--- src/hw/rtl/amor_pkg.sv ---
`default_nettype none

package amor_pkg;

    // field widths
    localparam int COORD_W    = 32;
    localparam int SIZE_W     = 31;
    localparam int SCALE_W    = 16;
    localparam int PROD_W     = SIZE_W + SCALE_W;
    // Q16.16 * Q8.8 back to Q16.16 is /256, half extent is a further /2
    localparam int HALF_SHIFT = 9;
    localparam int HALF_W     = PROD_W - HALF_SHIFT;
    localparam int EXT_W      = HALF_W + 2;
    localparam int DIST_W     = COORD_W;
    localparam int PUSH_W     = DIST_W + 1;
    localparam int SIDE_W     = 3;

    // contact side codes
    typedef enum logic [SIDE_W-1:0] {
        SIDE_NONE   = 3'd0,
        SIDE_TOP    = 3'd1,
        SIDE_BOTTOM = 3'd2,
        SIDE_LEFT   = 3'd3,
        SIDE_RIGHT  = 3'd4,
        SIDE_FRONT  = 3'd5,
        SIDE_BACK   = 3'd6
    } side_t;

    // saturated box bounds
    typedef struct packed {
        logic signed [COORD_W-1:0] min_x;
        logic signed [COORD_W-1:0] min_y;
        logic signed [COORD_W-1:0] min_z;
        logic signed [COORD_W-1:0] max_x;
        logic signed [COORD_W-1:0] max_y;
        logic signed [COORD_W-1:0] max_z;
    } bounds_t;

endpackage

`default_nettype wire

--- src/hw/rtl/amor_box_bounds.sv ---
`default_nettype none

module amor_box_bounds (
    input  wire logic signed [amor_pkg::COORD_W-1:0] pos_x,
    input  wire logic signed [amor_pkg::COORD_W-1:0] pos_y,
    input  wire logic signed [amor_pkg::COORD_W-1:0] pos_z,
    input  wire logic [amor_pkg::HALF_W-1:0]         half_x,
    input  wire logic [amor_pkg::HALF_W-1:0]         half_y,
    input  wire logic [amor_pkg::HALF_W-1:0]         half_z,
    output amor_pkg::bounds_t                        bounds
);

    localparam int CW = amor_pkg::COORD_W;
    localparam int EW = amor_pkg::EXT_W;
    localparam int HW = amor_pkg::HALF_W;

    // clamp a wide signed value into the 32-bit coordinate range
    function automatic logic signed [CW-1:0] sat_coord(input logic signed [EW-1:0] v);
        logic [EW-CW:0] top;
        top = v[EW-1:CW-1];
        if (top == '0 || top == '1)
            return v[CW-1:0];
        else if (v[EW-1])
            return {1'b1, {(CW-1){1'b0}}};
        else
            return {1'b0, {(CW-1){1'b1}}};
    endfunction

    // centre minus or plus half extent, both saturated
    function automatic logic signed [CW-1:0] lower(
        input logic signed [CW-1:0] c,
        input logic [HW-1:0]        h
    );
        logic signed [EW-1:0] ce;
        logic signed [EW-1:0] he;
        ce = {{(EW-CW){c[CW-1]}}, c};
        he = {{(EW-HW){1'b0}}, h};
        return sat_coord(ce - he);
    endfunction

    function automatic logic signed [CW-1:0] upper(
        input logic signed [CW-1:0] c,
        input logic [HW-1:0]        h
    );
        logic signed [EW-1:0] ce;
        logic signed [EW-1:0] he;
        ce = {{(EW-CW){c[CW-1]}}, c};
        he = {{(EW-HW){1'b0}}, h};
        return sat_coord(ce + he);
    endfunction

    always_comb
    begin
        bounds.min_x = lower(pos_x, half_x);
        bounds.min_y = lower(pos_y, half_y);
        bounds.min_z = lower(pos_z, half_z);
        bounds.max_x = upper(pos_x, half_x);
        bounds.max_y = upper(pos_y, half_y);
        bounds.max_z = upper(pos_z, half_z);
    end

endmodule

`default_nettype wire

--- config.mk ---
export PLATFORM = sky130hd
export DESIGN_NAME = amor_box_bounds
export DESIGN_NICKNAME = d
export VERILOG_FILES = /design/src/hw/rtl/amor_pkg.sv /design/src/hw/rtl/amor_box_bounds.sv
export SDC_FILE = /design/constraint.sdc
export NUM_CORES = 1
export LEC_CHECK = 0
export ABC_AREA = 1
export BUFFER_PORTS_ARGS = -buffer_cell sky130_fd_sc_hd__buf_2
export CORE_MARGIN = 3
export CORE_UTILIZATION = 58
export DETAILED_ROUTE_END_ITERATION = 16
export PLACE_DENSITY = 0.85
export SYNTH_ARGS = -nofsm -noshare
export SYNTH_HDL_FRONTEND = slang
export SYNTH_SLANG_ARGS = --single-unit
--- constraint.sdc ---
create_clock -name vclk -period 3
set_input_delay 0.3 -clock vclk [all_inputs]
set_output_delay 0.3 -clock vclk [all_outputs]
set_load 0.02 [all_outputs]
==> results of run 1 <==
-- cell usage after synthesis (16+ instances only) --
library cell	n
xnor2_1	16
inv_2	44
a31oi_1	28
xor2_1	158
nor3_1	19
inv_1	451
nor2_2	30
a21oi_1	286
buf_4	27
ha_1	231
o21a_1	16
o21ai_0	141
nand2_1	1292
nor2_1	370
nand2_2	33
buf_2	61
nand3_1	156
o21bai_1	20
-- metal layers --
layer	overflow	global-route usage [%]
met1	0	57.2
met2	4	79.6
met3	0	31.2
met4	8	51.1
met5	0	3.56
-- kinds of logic after synthesis --
group	share of synthesized area, %
buf+inv	13.9
xor+xnor	8.67
simple gates	44.2
fa+ha+maj	16.8
compound gates	16.5
-- stage by stage --
step / util (%) / setup TNS, ns / worst slack (ns) / instances / hold slack (ns)
after global placement: 77.6 / -13.99 / -0.136 / 4637 / 1.05
after detailed placement: 77.6 / -24.65 / -0.197 / 4637 / 1.07
after floorplan: - / 0 / 0.286 / 3505 / 0.719
after CTS: 83.6 / -4.17 / -0.127 / 4665 / 1.07
-- what timing repair did --
action                                  in CTS
resized for setup                          379
gates cloned                                12
endpoints found under the setup margin     186
pin swaps                                   28
setup buffers                               16
==> flow_summary.json, run 1 <==
{
  "outcome": "did not finish",
  "haltStage": "global routing",
  "toolErrorMsg": "[ERROR GRT-0116] Global routing finished with congestion. Check the congestion regions in the DRC Viewer.",
  "place.gp.congestion": 1.17,
  "grt_max_degree": 32,
  "cts_hold_buf": 0,
  "synth_area_leaders": "nand2_1, ha_1, inv_1, a21oi_1, nor2_1",
  "die_h_um": 182,
  "post_synth.cell_area_avg_um2": 5.12,
  "synth_top_area_share_pct": 27.0,
  "grt_first_pass_wirelength_mm": 150,
  "die_width_um": 182,
  "start_util_pct": 59.7,
  "design.portCount": 402,
  "synth-seq-area-share_pct": 0,
  "via_count_of_the_first_global_routing_pass": 29736,
  "final_hpwl_dp_mm": 61.9,
  "core.rowCount": 63,
  "yosys_warnings": 0,
  "syn-cell-area_um2": 17900,
  "ys_types": 50,
  "grt_overflow": 12,
  "track_usage_pct": 55.7,
  "postSynthCellCount": 3505,
  "post-synth-top-area-cell": "nand2_1",
  "port_buffers": 402,
  "dpl-instance-area_um2": 23300,
  "synth_fp_nets": 3952
}
==> run 2, diff against run 1 <==
Settings changed: CORE_UTILIZATION 58 to 40, PLACE_DENSITY 0.85 to not set, PLACE_DENSITY_LB_ADDON set to 0.15.
==> run 2 against run 1 <==
Compared with the run above: the flow now finishes, with violations (negative setup slack); synthesized area unchanged; synthesized cell count unchanged.
==> flow_summary.json, run 2 <==
{
  "route.detailed.vias_per_inst": 5.40,
  "grt_antenna_before_repair": 1,
  "synth_fp_nets": 3952,
  "clock.fmax_mhz": 302,
  "worst-slew-pin-transition_ns": 0.593,
  "post-synth-top-area-cell": "nand2_1",
  "crit_slowest_cell": "ha_4",
  "postRouteWirelength_mm": 95.9,
  "via_count_of_the_first_global_routing_pass": 24192,
  "cts_hold_buf": 0,
  "wl_per_cell_um": 18.6,
  "clock_buffer_count": 0,
  "timing.critical_path.from_type": "input pin",
  "final.setup.worst_slack_ns": -0.307,
  "area.sequential_um2": 0,
  "power.share.clock_pct": 0,
  "outcome": "finished, violations left",
  "met3_wirelength_mm": 8.64,
  "layout_common_cells": "nand2_1, buf_4, inv_1, nand2_2, buf_2",
  "synth_most_common_cell": "nand2_1",
  "port_buffers": 402,
  "final_common_cell": "nand2_1",
  "design.core.area_um2": 43600,
  "track_usage_pct": 32.2,
  "cp_cell_sequence": "buf_2 > inv_1 > ha_4 > inv_2 > nand2_1 > nor2_2 > nand2_1 > nor2_1 > nand2_1 > nand3_2 > nand2_2 > nand3_1 > nand2_1 > nor2_1 > nand4_1 > nand2_4 > clkbuf_16 > nand2_1 > buf_4",
  "power_density_nw_per_um2": 284,
  "die_width_um": 218,
  "dpl-instance-area_um2": 25200,
  "power.share.switching_pct": 56.8,
  "finalSetupViolations": 186,
  "crit_family": "simple AND/OR/NAND/NOR gates",
  "grt_first_pass_wirelength_mm": 125,
  "ant_nets": 0,
  "numSequentialCells": 0,
  "timing_worst_setup_path_type": "input pin to primary output",
  "max_cap_viol_count": 0,
  "vdd_ir_drop_max_v": 0.000227,
  "grt_overflow": 0,
  "syn-cell-area_um2": 17900,
  "power.share.combinational_pct": 100.0,
  "dr_total_vias": 27844,
  "type_of_destination_of_the_critical_path": "primary output",
  "design.portCount": 402,
  "drc": 0,
  "hold_class": "input pin to primary output",
  "crit_buf_inv": 5,
  "route.met2.wl_mm": 44.4,
  "detail_route.first_pass.iterations": 8,
  "die_h_um": 218,
  "critical-path-top-cell-by-count": "nand2_1",
  "rsz0062_at_grt": "yes",
  "drc_marker_count_from_the_first_detailed_route_iteration": 2988,
  "fin_util_pct": 74.0,
  "post_route_cells_drive_above_1_share_pct": 48.3,
  "postSynthCellCount": 3505,
  "layout.nets": 5020,
  "start_util_pct": 41.1,
  "grt_max_degree": 32,
  "slew_headroom_pct": 60.3,
  "post_synth.cell_area_avg_um2": 5.12,
  "area.growth.synth_to_final_pct": 79.9,
  "synth_area_leaders": "nand2_1, ha_1, inv_1, a21oi_1, nor2_1",
  "synth-seq-area-share_pct": 0,
  "failed_checks": "negative setup slack",
  "wirelength_met1_mm": 38.2,
  "sequentialPowerShare_pct": 0,
  "largest_driver_fanout_on_the_critical_path": 8,
  "ys_types": 50,
  "final_hpwl_dp_mm": 69.2,
  "dieArea_um2": 47400,
  "num_antenna_cells": 0,
  "timing.critical_path.required_ns": 2.70,
  "layout_min_cycle_time_ns": 3.31,
  "dr.max_layer_used": "met5",
  "cellLeakagePower_nw": 16.9,
  "place.gp.congestion": 1.01,
  "netSwitchingPower_w": 0.00522,
  "core.rowCount": 76,
  "yosys_warnings": 0,
  "critical_path_arrival_ns": 3.01,
  "synth_top_area_share_pct": 27.0,
  "timing.final.hold_violations": 0,
  "synth.cells.most_frequent": "nand2_1, inv_1, nor2_1",
  "design_area_um2": 32300,
  "max_transition_viols_final": 0,
  "critPathMaxStageDelay_ns": 0.27,
  "post-route-period-util_pct": 110,
  "cell_internal_pwr_w": 0.00396
}
==> run 2: path summary, 6_finish.rpt <==
path	startpoint	endpoint	slack, ns	cells past startpoint
worst max-delay path	half_z[15]	bounds[10]	-0.31	19
worst min-delay path	half_z[0]	bounds[96]	1.12	6
==> run 2: tightest hold or removal path, stage by stage <==
cell	delay, ns
buf_6	0.09
ha_4	0.12
inv_1	0.07
nand2_2	0.08
nand2_2	0.04
buf_6	0.12
==> run 2: through the flow <==
stage | total power, W | hold WS (ns) | std cells | setup slack, ns | setup TNS (ns)
2_1_floorplan | 0.00365 | 0.719 | 3505 | 0.286 | 0
3_3_place_gp | 0.00651 | 1.10 | 5050 | -0.312 | -26.35
3_5_place_dp | 0.00651 | 1.11 | 5050 | -0.288 | -30.21
5_1_grt | 0.00967 | 1.12 | 5156 | -0.352 | -44.14
4_1_cts | 0.00702 | 1.10 | 5074 | -0.0460 | -2.02
6_report | 0.00918 | 1.12 | 5156 | -0.307 | -25.34
==> run 2: routing by layer <==
metal  vias up  global-route usage (%)
li1      13129                       -
met1     12776                    44.5
met2      1560                    55.0
met3       377                    2.51
met4         2                    6.81
met5         -                       0
==> run 2: cells by family (layout without fill, tap and decap cells) <==
group           count (synthesis)  in the layout  synth area share (%)
buf+inv                       598           1664                  13.9
xor+xnor                      176            176                  8.67
simple gates                 1954           1954                  44.2
fa+ha+maj                     237            237                  16.8
compound gates                540            540                  16.5
==> run 2: layout make-up <==
cell class | instances | area [um^2]
fill | 3387 | 11400
tap | 585 | 732
multi-input combinational | 2907 | 20100
inverter | 500 | 1910
timing repair buffer | 1164 | 9540
==> run 2: timing repair <==
item,CTS,global route
setup buffers,16,59
setup endpoints to repair,186,188
pin swaps,27,310
hold endpoints to repair,0,0
gates resized for setup,329,1301
cloned,8,25
==> run 2: power by group through the flow <==
stage	combinational, W	clock [W]	sequential [W]
finish	0.00918	0	0
global route	0.00967	0	0
CTS	0.00702	0	0
detailed placement	0.00651	0	0
global placement	0.00651	0	0
floorplan	0.00365	0	0
No activity file was read; power rests on OpenSTA's default activity.
